<file path="src/design/rgble_pkg.sv">
`timescale 1ns / 1ps
// Package for the RGB LED line encoder: widths, timing register codes and reset values,
// the segment sequence limits and the structs passed between the top level and the
// serializer. No dependencies.
package rgble_pkg;

    localparam int CHAN_W    = 8;
    localparam int DUR_W     = 16;
    localparam int NUM_CHAN  = 3;
    localparam int PIXEL_W   = NUM_CHAN * CHAN_W;
    localparam int CFG_IDX_W = 3;
    localparam int SEG_W     = 6;

    // Segment numbers within one pixel: two per data bit, then the optional latch.
    localparam logic [SEG_W-1:0] LAST_DATA_SEG = SEG_W'(2 * PIXEL_W - 1);
    localparam logic [SEG_W-1:0] LATCH_SEG     = SEG_W'(2 * PIXEL_W);

    // Stream word widths, padded to whole bytes.
    localparam int S_TDATA_W = 32;
    localparam int M_TDATA_W = 24;

    typedef enum logic [CFG_IDX_W-1:0] {
        CFG_ONE_HIGH  = 3'd0,
        CFG_ONE_LOW   = 3'd1,
        CFG_ZERO_HIGH = 3'd2,
        CFG_ZERO_LOW  = 3'd3,
        CFG_LATCH     = 3'd4
    } t_cfg_reg;

    localparam logic [DUR_W-1:0] RST_ONE_HIGH  = 16'd13;
    localparam logic [DUR_W-1:0] RST_ONE_LOW   = 16'd7;
    localparam logic [DUR_W-1:0] RST_ZERO_HIGH = 16'd6;
    localparam logic [DUR_W-1:0] RST_ZERO_LOW  = 16'd14;
    localparam logic [DUR_W-1:0] RST_LATCH     = 16'd880;

    // Segment lengths as driven; a programmed zero is stored as one.
    typedef struct packed {
        logic [DUR_W-1:0] one_high;
        logic [DUR_W-1:0] one_low;
        logic [DUR_W-1:0] zero_high;
        logic [DUR_W-1:0] zero_low;
        logic [DUR_W-1:0] latch;
    } t_timing;

    // One scaled pixel, green in the top byte so it goes out first.
    typedef struct packed {
        logic [PIXEL_W-1:0] bits;
        logic               latch;
    } t_pixel_word;

endpackage

</file>
<file path="src/design/rgble_lane.sv">
`timescale 1ns / 1ps
// One color lane: scales a channel by the brightness as channel*brightness/255,
// truncating, over two register stages. Depends on rgble_pkg.
module rgble_lane (
    input  logic                         i_clk,
    input  logic                         i_en_mul,
    input  logic                         i_en_div,
    input  logic [rgble_pkg::CHAN_W-1:0] i_chan,
    input  logic [rgble_pkg::CHAN_W-1:0] i_bri,
    output logic [rgble_pkg::CHAN_W-1:0] o_scaled
);

    logic [2*rgble_pkg::CHAN_W-1:0] r_prod;
    logic [rgble_pkg::CHAN_W-1:0]   r_quot;
    logic [2*rgble_pkg::CHAN_W:0]   n_sum;

    // For a 16-bit x, x/255 equals (x + (x >> 8) + 1) >> 8.
    assign n_sum = {1'b0, r_prod} + (2*rgble_pkg::CHAN_W+1)'(r_prod[15:8])
                   + (2*rgble_pkg::CHAN_W+1)'(1);

    always_ff @(posedge i_clk) begin
        if (i_en_mul) begin
            r_prod <= i_chan * i_bri;
        end
        if (i_en_div) begin
            r_quot <= n_sum[15:8];
        end
    end

    assign o_scaled = r_quot;

endmodule

</file>
<file path="src/design/rgble_ser.sv">
`timescale 1ns / 1ps
// Segment serializer: takes the merged pixel word and emits one line segment per
// cycle while m_axis is not stalled, through a registered stream output. Depends on rgble_pkg.
module rgble_ser (
    input  logic                            i_clk,
    input  logic                            i_rst_n,
    input  logic                            i_load_valid,
    input  rgble_pkg::t_pixel_word          i_word,
    output logic                            o_load_ready,
    input  rgble_pkg::t_timing              i_timing,
    output logic                            m_axis_tvalid,
    input  logic                            m_axis_tready,
    output logic [rgble_pkg::M_TDATA_W-1:0] m_axis_tdata,   // [0] line_level, [16:1] duration
    output logic                            m_axis_tlast    // last_segment
);

    logic                            r_busy;
    logic [rgble_pkg::SEG_W-1:0]     r_seg;
    logic [rgble_pkg::PIXEL_W-1:0]   r_bits;
    logic                            r_latch;
    logic                            r_ov;
    logic                            r_level;
    logic [rgble_pkg::DUR_W-1:0]     r_dur;
    logic                            r_last;

    logic                            n_fire;
    logic                            n_gen_last;
    logic                            n_in_latch;
    logic                            n_bit;
    logic                            n_level;
    logic [rgble_pkg::DUR_W-1:0]     n_dur;
    logic                            n_load;

    assign n_in_latch = (r_seg == rgble_pkg::LATCH_SEG);
    assign n_gen_last = r_latch ? n_in_latch : (r_seg == rgble_pkg::LAST_DATA_SEG);
    assign n_bit      = r_bits[rgble_pkg::PIXEL_W-1];
    assign n_level    = !r_seg[0] && !n_in_latch;

    always_comb begin
        if (n_in_latch) begin
            n_dur = i_timing.latch;
        end else if (!r_seg[0]) begin
            n_dur = n_bit ? i_timing.one_high : i_timing.zero_high;
        end else begin
            n_dur = n_bit ? i_timing.one_low : i_timing.zero_low;
        end
    end

    assign n_fire       = r_busy && (!r_ov || m_axis_tready);
    assign o_load_ready = !r_busy || (n_fire && n_gen_last);
    assign n_load       = i_load_valid && o_load_ready;

    always_ff @(posedge i_clk) begin
        if (!i_rst_n) begin
            r_busy <= 1'b0;
            r_seg  <= '0;
            r_ov   <= 1'b0;
        end else begin
            if (n_load) begin
                r_busy <= 1'b1;
                r_seg  <= '0;
            end else if (n_fire) begin
                if (n_gen_last) begin
                    r_busy <= 1'b0;
                end else begin
                    r_seg <= r_seg + rgble_pkg::SEG_W'(1);
                end
            end
            if (n_fire) begin
                r_ov <= 1'b1;
            end else if (m_axis_tready) begin
                r_ov <= 1'b0;
            end
        end
    end

    always_ff @(posedge i_clk) begin
        if (n_load) begin
            r_bits  <= i_word.bits;
            r_latch <= i_word.latch;
        end else if (n_fire && r_seg[0]) begin
            r_bits <= {r_bits[rgble_pkg::PIXEL_W-2:0], 1'b0};
        end
        if (n_fire) begin
            r_level <= n_level;
            r_dur   <= n_dur;
            r_last  <= n_gen_last;
        end
    end

    assign m_axis_tvalid = r_ov;
    assign m_axis_tdata  = {{(rgble_pkg::M_TDATA_W-rgble_pkg::DUR_W-1){1'b0}}, r_dur, r_level};
    assign m_axis_tlast  = r_last;

endmodule

</file>
<file path="src/design/rgb_led_line_encoder_top.sv">
`timescale 1ns / 1ps
// Top level of the RGB LED line encoder: timing registers, three scaling lanes, the
// merge into one green-red-blue word and the segment serializer.
// Depends on rgble_pkg, rgble_lane and rgble_ser.
//
//  Channel  | Direction | Handshake                    | Word
//  ---------+-----------+------------------------------+---------------------------------
//  s_axis   | in        | s_axis_tvalid/s_axis_tready  | pixel: red, green, blue, bright
//  m_axis   | out       | m_axis_tvalid/m_axis_tready  | segment: level, duration
//  cfg      | in        | i_cfg_valid/o_cfg_ready      | timing register index and value
//
// Each pixel yields 48 segment words, or 49 when tlast marks the end of a frame, one word
// per cycle unless m_axis stalls. The first segment of a pixel passes the divide correction,
// the serializer load and the output register; the next pixel loads as the last word of
// the previous one is produced, so the words of consecutive pixels leave back to back.
// A stall on m_axis freezes the serializer; once both lane stages hold a pixel, the input
// stalls. Synchronous active-low reset restores the timing defaults and empties the pipeline.
module rgb_led_line_encoder_top (
    input  logic                              i_clk,
    input  logic                              i_rst_n,
    // Pixel input.
    input  logic                              s_axis_tvalid,
    output logic                              s_axis_tready,
    input  logic [rgble_pkg::S_TDATA_W-1:0]   s_axis_tdata,  // [7:0] red, [15:8] green,
                                                             // [23:16] blue, [31:24] brightness
    input  logic                              s_axis_tlast,  // frame_end
    // Segment output.
    output logic                              m_axis_tvalid,
    input  logic                              m_axis_tready,
    output logic [rgble_pkg::M_TDATA_W-1:0]   m_axis_tdata,  // [0] line_level, [16:1] duration
    output logic                              m_axis_tlast,  // last_segment
    // Timing register writes.
    input  logic                              i_cfg_valid,
    output logic                              o_cfg_ready,
    input  logic [rgble_pkg::CFG_IDX_W-1:0]   i_cfg_index,
    input  logic [rgble_pkg::DUR_W-1:0]       i_cfg_data
);

    rgble_pkg::t_timing     r_timing;
    rgble_pkg::t_pixel_word n_word;

    logic                           r_s1_v;
    logic                           r_s2_v;
    logic                           r_s1_latch;
    logic                           r_s2_latch;
    logic                           n_en1;
    logic                           n_en2;
    logic                           n_load_ready;
    logic [rgble_pkg::DUR_W-1:0]    n_cfg_len;
    logic [rgble_pkg::CHAN_W-1:0]   n_scaled [rgble_pkg::NUM_CHAN];

    // ---------------------------------------------------------------- configuration
    // A zero length is stored as one, so no segment has zero length.
    // The config port is always ready.
    assign o_cfg_ready = 1'b1;
    assign n_cfg_len   = (i_cfg_data == '0) ? rgble_pkg::DUR_W'(1) : i_cfg_data;

    always_ff @(posedge i_clk) begin
        if (!i_rst_n) begin
            r_timing.one_high  <= rgble_pkg::RST_ONE_HIGH;
            r_timing.one_low   <= rgble_pkg::RST_ONE_LOW;
            r_timing.zero_high <= rgble_pkg::RST_ZERO_HIGH;
            r_timing.zero_low  <= rgble_pkg::RST_ZERO_LOW;
            r_timing.latch     <= rgble_pkg::RST_LATCH;
        end else if (i_cfg_valid) begin
            case (rgble_pkg::t_cfg_reg'(i_cfg_index))
                rgble_pkg::CFG_ONE_HIGH:  r_timing.one_high  <= n_cfg_len;
                rgble_pkg::CFG_ONE_LOW:   r_timing.one_low   <= n_cfg_len;
                rgble_pkg::CFG_ZERO_HIGH: r_timing.zero_high <= n_cfg_len;
                rgble_pkg::CFG_ZERO_LOW:  r_timing.zero_low  <= n_cfg_len;
                rgble_pkg::CFG_LATCH:     r_timing.latch     <= n_cfg_len;
                default: begin
                    // Indexes past the register list are ignored.
                end
            endcase
        end
    end

    // ---------------------------------------------------------------- lane pipeline
    // Stage one holds the products, stage two the quotients. Each stage advances when
    // it is empty or when the stage after it takes its word.
    assign n_en2         = !r_s2_v || n_load_ready;
    assign n_en1         = !r_s1_v || n_en2;
    assign s_axis_tready = n_en1;

    always_ff @(posedge i_clk) begin
        if (!i_rst_n) begin
            r_s1_v <= 1'b0;
            r_s2_v <= 1'b0;
        end else begin
            if (n_en1) begin
                r_s1_v <= s_axis_tvalid;
            end
            if (n_en2) begin
                r_s2_v <= r_s1_v;
            end
        end
    end

    always_ff @(posedge i_clk) begin
        if (n_en1) begin
            r_s1_latch <= s_axis_tlast;
        end
        if (n_en2) begin
            r_s2_latch <= r_s1_latch;
        end
    end

    // Lane 0 red, lane 1 green, lane 2 blue, all scaled by the same brightness.
    for (genvar g = 0; g < rgble_pkg::NUM_CHAN; g++) begin : g_lane
        rgble_lane u_lane (
            .i_clk    (i_clk),
            .i_en_mul (n_en1),
            .i_en_div (n_en2),
            .i_chan   (s_axis_tdata[g*rgble_pkg::CHAN_W +: rgble_pkg::CHAN_W]),
            .i_bri    (s_axis_tdata[rgble_pkg::NUM_CHAN*rgble_pkg::CHAN_W +:
                                    rgble_pkg::CHAN_W]),
            .o_scaled (n_scaled[g])
        );
    end

    // Merge: green goes out first, then red, then blue, each most significant bit first.
    assign n_word.bits  = {n_scaled[1], n_scaled[0], n_scaled[2]};
    assign n_word.latch = r_s2_latch;

    // ---------------------------------------------------------------- serializer
    rgble_ser u_ser (
        .i_clk         (i_clk),
        .i_rst_n       (i_rst_n),
        .i_load_valid  (r_s2_v),
        .i_word        (n_word),
        .o_load_ready  (n_load_ready),
        .i_timing      (r_timing),
        .m_axis_tvalid (m_axis_tvalid),
        .m_axis_tready (m_axis_tready),
        .m_axis_tdata  (m_axis_tdata),
        .m_axis_tlast  (m_axis_tlast)
    );

    // ---------------------------------------------------------------- checks
    // A pixel waiting in the second stage is not dropped while the serializer is busy.
    a_s2_hold: assert property (@(posedge i_clk) disable iff (!i_rst_n)
        r_s2_v && !n_load_ready |=> r_s2_v)
        else $error("pixel lost in lane output stage");

    // The final segment of a pixel always leaves the line low.
    a_last_low: assert property (@(posedge i_clk) disable iff (!i_rst_n)
        m_axis_tvalid && m_axis_tlast |-> !m_axis_tdata[0])
        else $error("final segment drives the line high");

    // No segment has zero length.
    a_dur_nonzero: assert property (@(posedge i_clk) disable iff (!i_rst_n)
        m_axis_tvalid |-> m_axis_tdata[rgble_pkg::DUR_W:1] != '0)
        else $error("zero length segment");

endmodule

</file>
<file path="config.mk">
export PLATFORM = sky130hd
export DESIGN_NAME = rgb_led_line_encoder_top
export DESIGN_NICKNAME = d
export VERILOG_FILES = /design/src/design/rgble_pkg.sv /design/src/design/rgble_lane.sv /design/src/design/rgble_ser.sv /design/src/design/rgb_led_line_encoder_top.sv
export SDC_FILE = /design/constraint.sdc
export NUM_CORES = 1
export LEC_CHECK = 0
export BUFFER_PORTS_ARGS = -buffer_cell sky130_fd_sc_hd__buf_2
export CAP_MARGIN = 20
export CORE_UTILIZATION = 36
export DETAILED_ROUTE_END_ITERATION = 6
export GPL_TIMING_DRIVEN = 1
export PLACE_DENSITY = 0.62
export SYNTH_ARGS = -nofsm -noshare
export SYNTH_HDL_FRONTEND = slang
export SYNTH_HIERARCHICAL = 1
export SYNTH_SLANG_ARGS = --single-unit
export TNS_END_PERCENT = 10
</file>
<file path="constraint.sdc">
create_clock -name i_clk -period 14.9 [get_ports i_clk]
set_input_delay 2.98 -clock i_clk [delete_from_list [all_inputs] [get_ports i_clk]]
set_output_delay 2.98 -clock i_clk [all_outputs]
set_load 0.05 [all_outputs]
</file>
==> After elaboration in Yosys (flattened, before gate mapping) <==
Cells that the tools add are included.
Widths: inputs -> output; s select.
{ "totals": {"inputBits": 57, "elab_cells": 83, "ff_bits": 207, "out_inout_bits": 28} }
{ "classes": {"reduce_logical": 29, "eq_ne": 6, "addsub": 7, "bitwise_logic": 2, "n_mux": 13, "multipliers": 3} }
{ "ops": {"columns": ["cell", "count"], "rows": [
  ["$mux 16", 5],
  ["$add 16x1->16 const B", 3],
  ["$add 16x8->16", 3],
  ["$mul 8x8->16", 3],
  ["$mux 24", 2],
  ["$logic_not 16->1", 1],
  ["$reduce_and 2->1", 7],
  ["$eq 6x6->1 const B", 2],
  ["$reduce_bool 2->1", 4],
  ["$add 6x1->6 const B", 1],
  ["$eq 3x2->1 const B", 2],
  ["$logic_not 1->1", 6],
  ["$mux 1", 6],
  ["$logic_and 1x1->1", 5],
  ["$logic_or 1x1->1", 4],
  ["$eq 3x1->1 const B", 1],
  ["$eq 3x3->1 const B", 1],
  ["$logic_not 3->1", 1],
  ["$not 1->1", 2],
  ["$reduce_or 2->1", 1]
]} }

==> Depth between registers and ports, before layout <==
{ "depth": {"ltp_word": 8, "depth_mapped": 15, "depth_no_buf": 15} }

==> Modules after synthesis <==
Netlist, hierarchy kept.
{ "modules_own_cells": {"columns": ["module", "cells_each", "area_per_inst_um2", "seq_area_each_um2", "n_inst"], "rows": [
  ["rgble_lane at g_lane[1].u_lane", 326, 3223.1, 720.7, 1],
  ["rgble_lane at g_lane[0].u_lane", 316, 3209.3, 720.7, 1],
  ["rgb_led_line_encoder_top", 372, 3206.8, 1701.6, 1],
  ["rgble_lane at g_lane[2].u_lane", 320, 3188.1, 720.7, 1],
  ["rgble_ser", 171, 2708.8, 1451.4, 1]
]} }

==> Worst setup path after synthesis <==
OpenSTA, ideal clock, no wires.
{ "synth_path": {"path_type": "input port to output port", "startpoint": "input port m_axis_tready", "endpoint": "output port s_axis_tready", "path_stages": 4, "n_path_buf": 0, "t_required_ns": 11.920, "path_slack_ns": 7.252, "t_arrival_ns": 4.668, "path_cell_list": "nor2b_1 > o21ai_0 > nor2b_1 > nand2_1"} }
{ "synth_between": {"elab_chain_cells": 6} }
{ "synth_rtl": {"columns": ["element", "line", "text"], "rows": [
  ["start: declaration", "rgb_led_line_encoder_top.sv:29", "input logic m_axis_tready,"],
  ["$logic_or 1x1->1", "rgble_ser.sv:49", "assign n_fire = r_busy && (!r_ov || m_axis_tready);"],
  ["$logic_and 1x1->1", "rgble_ser.sv:49", null],
  ["$logic_and 1x1->1", "rgble_ser.sv:50", "assign o_load_ready = !r_busy || (n_fire && n_gen_last);"],
  ["$logic_or 1x1->1", "rgble_ser.sv:50", null],
  ["named net n_load_ready", "rgb_led_line_encoder_top.sv:48", "logic n_load_ready;"],
  ["$logic_or 1x1->1", "rgb_led_line_encoder_top.sv:82", "assign n_en2 = !r_s2_v || n_load_ready;"],
  ["$logic_or 1x1->1", "rgb_led_line_encoder_top.sv:83", "assign n_en1 = !r_s1_v || n_en2;"],
  ["end: declaration", "rgb_led_line_encoder_top.sv:23", "output logic s_axis_tready,"]
]} }
The timed path passes the listed nets, and every way through them passes these cells.

==> Worst setup path in the final report <==
Ends and elaborated chain as after synthesis.

==> impl_metrics.ini <==
[setup_path]
worst-r2r-setup-slack_ns = 11.77
critical_path_class = primary input to output port
r2r_end = u_ser/r_bits[2]$_DFFE_PP_
r2r-start = u_ser/r_seg[0]$_SDFFE_PP0P_
cpMaxStageDelayCell = buf_4
cp.required_ns = 11.92
startpoint = m_axis_tready
r2r_cells = 8
start_kind = primary input
slowest_delay_ns = 0.49
cp_max_fo = 50
crit_path_cell_trace = buf_2, nor2b_1, o21ai_0, nor2b_1, nand2_2, buf_4, buf_2
crit_end = s_axis_tready
cp.arrival_ns = 4.49
end_kind = output port

[sta]
tns_ns = 0
clock-skew-final_ns = 0.00845
worst_slew_pin_slew_ns = 0.986
finalHoldViolCount = 0
fin_crit_sh_pct = 50.1
slew_headroom_pct = 34.3
fmax_mhz = 134
slew_violations = 0
rsz0062_at_grt = false
setup_ws_ns = 7.43
fin_crit_ns = 7.47
setup_viol = 0

[cts]
cts_resized = 0
clk_latency_ns = 0.50
cts.hold.buffers_added = 0
path_clk_slew_ns = 0.06
clockRootBuffer = clkbuf_16
tritoncts = yes
cts_buffers = 22
h-tree-depth = 1
clk_path_buf_depth = 3
post-cts-setup-buffers = 0
clkSinkCount = 207

[die]
rows = 75
initial_core_util_pct = 36.8
die_area_um2 = 44000
die_w_um = 210
fp.coreArea_um2 = 42200
ioPinCount = 85
die_y_um = 210

[global_route]
antenna_found_initial = 0
grtUsageTotal_pct = 14.2
grt_overflow_total = 0
grt_pass1_vias = 10600
grt_start_max_net_pins = 92
grt_pass1_wl_um = 52300

[pwr]
power_density_nw_per_um2 = 135
peakVddDrop_mv = 0.0663
p_leak_nw = 7.35
power_mw = 2.31

[min_path]
hold_path_depth = 0
hold_class = flop to flop

[routing]
wl_um = 30700
postRouteAntennaNets = 0
routed-via-count = 10600
via_per_inst = 4.99
first_pass_iters = 5
dr.first_iter.drc_count = 536
detail_route.wl_per_cell_um = 14.5
drc = 0

[finish]
nets = 1864
n_antenna_cell = 0
area_delta_synth_final_pct = 10.3
seq_area_um2 = 5320
drive_above_1_share_pct = 12.6
fillers = 4164
multi_input_area_um2 = 9310

[synthesis]
synthFlopType = edfxtp_1
postSynthCellCount = 1505
yosysWarnings = 6
synth_most_common_cell = nand2_1
ys_ff_latch = 207
synth_top_cell_area_share_pct = 22.6
async_flop_share_pct = 0
synthDistinctLibCells = 82
netlist_area_um2 = 15500
synthTopCellsByCount = 227 x nand2_1, 174 x inv_1, 151 x and2_1
avgSynthCellArea_um2 = 10.3
ys_seq_area_share_pct = 34.2
yosys-top-cells-area = edfxtp_1 23%, fa_1 14%, dfxtp_1 12%, ha_1 11%, and2_1 6.1%
synth_area_leader_cell = edfxtp_1
synth_edf_count = 117

[placed_design]
pre_cts_ws_ns = 7.43
gp_congestion = 0.802
portBuffers = 76
dpl.hpwl_um = 22100

[job]
cap_violations = 0

[status]
outcome = finished clean
-- how the worst min path moves through the flow --
stage                                    endpoint            startpoint  slack (ns)
after global routing      u_ser/r_latch$_DFFE_PN_  r_s2_latch$_DFFE_PP_        0.44
after CTS                 u_ser/r_latch$_DFFE_PN_  r_s2_latch$_DFFE_PP_        0.43
after global placement    u_ser/r_latch$_DFFE_PN_  r_s2_latch$_DFFE_PP_        0.41
after floorplan              r_s2_latch$_DFFE_PP_  r_s1_latch$_DFFE_PP_        0.40
final                     u_ser/r_latch$_DFFE_PN_  r_s2_latch$_DFFE_PP_        0.42
after detailed placement  u_ser/r_latch$_DFFE_PN_  r_s2_latch$_DFFE_PP_        0.41
-- through the flow --
stage	hold slack (ns)	area [µm²]	util, %	std cells
finish	0.421	17100	40.6	2123
global route	0.437	17100	40.6	2123
CTS	0.425	17100	40.6	2123
detailed placement	0.410	16400	38.8	2083
global placement	0.413	16400	38.8	2083
floorplan	0.400	15600	-	1511
-- flip-flops by register name, indices dropped and copies added, names as in the netlist, 6 cells and up --
register                cells
g_lane.u_lane/o_scaled     24
u_ser/r_seg                 6
g_lane.u_lane/r_prod       48
u_ser/r_dur                16
r_timing                   80
u_ser/r_bits               24
-- layer usage --
metal / vias up / part of all wire (%) / GRT usage (%)
met2: 222 / 48 / 24.4
met4: 0 / 1.4 / 3.20
li1: 5199 / - / -
met3: 33 / 4.4 / 1.66
met1: 5142 / 46 / 19.1
met5: - / 0 / 0
-- cells in the final DEF, fill, tap and decap left out, types with 5 or more instances in the layout --
cell,Yosys,routed
a21o_1,10,10
inv_1,174,174
nand3_1,29,29
mux2_1,6,6
a211oi_1,11,11
ha_1,131,131
a21boi_1,8,8
edfxtp_1,117,117
clkinv_2,0,7
mux2_2,33,33
nand2_1,227,226
buf_4,14,9
nor4_1,5,5
and2_1,151,151
clkbuf_16,0,24
nand4_1,8,8
o21ai_0,25,25
nor3_1,20,20
xor2_1,21,21
o21a_1,6,6
nor2b_1,9,9
dfxtp_1,90,90
mux4_2,16,16
buf_2,19,76
a21oi_1,25,25
and3_1,7,7
nor2_1,35,34
nor3b_1,8,8
nand2b_1,7,7
conb_1,2,8
fa_1,108,108
xnor2_1,33,33
a21boi_0,56,56
-- final cells by class --
cell class	instances	share of cell area [%]
Multi-Input combinational cell	1078	54.3
Sequential cell	207	31.0
Tap cell	539	3.93
Inverter	174	3.81
Clock buffer	29	3.69
Timing Repair Buffer	85	2.61
Clock inverter	11	0.642
-- power breakdown --
group          internal [mW]  switching (mW)  leakage (nW)
logic                  0.402           0.540          5.06
clock network          0.335           0.217         0.374
registers              0.756          0.0607          1.92
-- logic make-up after synthesis --
kind of cell	count (synthesis)	share of synthesized area, %
AND/OR/NAND/NOR	525	17.1
adder cells (fa/ha/maj)	239	24.5
buffers and inverters	226	6.14
flip-flops	207	34.2
AO/OA/AOI/OAI	194	9.64
multiplexers	58	5.34
XOR/XNOR	54	3.04
other	2	0.0483
-- worst max-delay path: cells and delay by family --
family,cells,cell delay (ns)
compound gates,1,0.22
buf+inv,3,0.97
simple gates,3,0.27
Power figures use the tool's default switching activity.
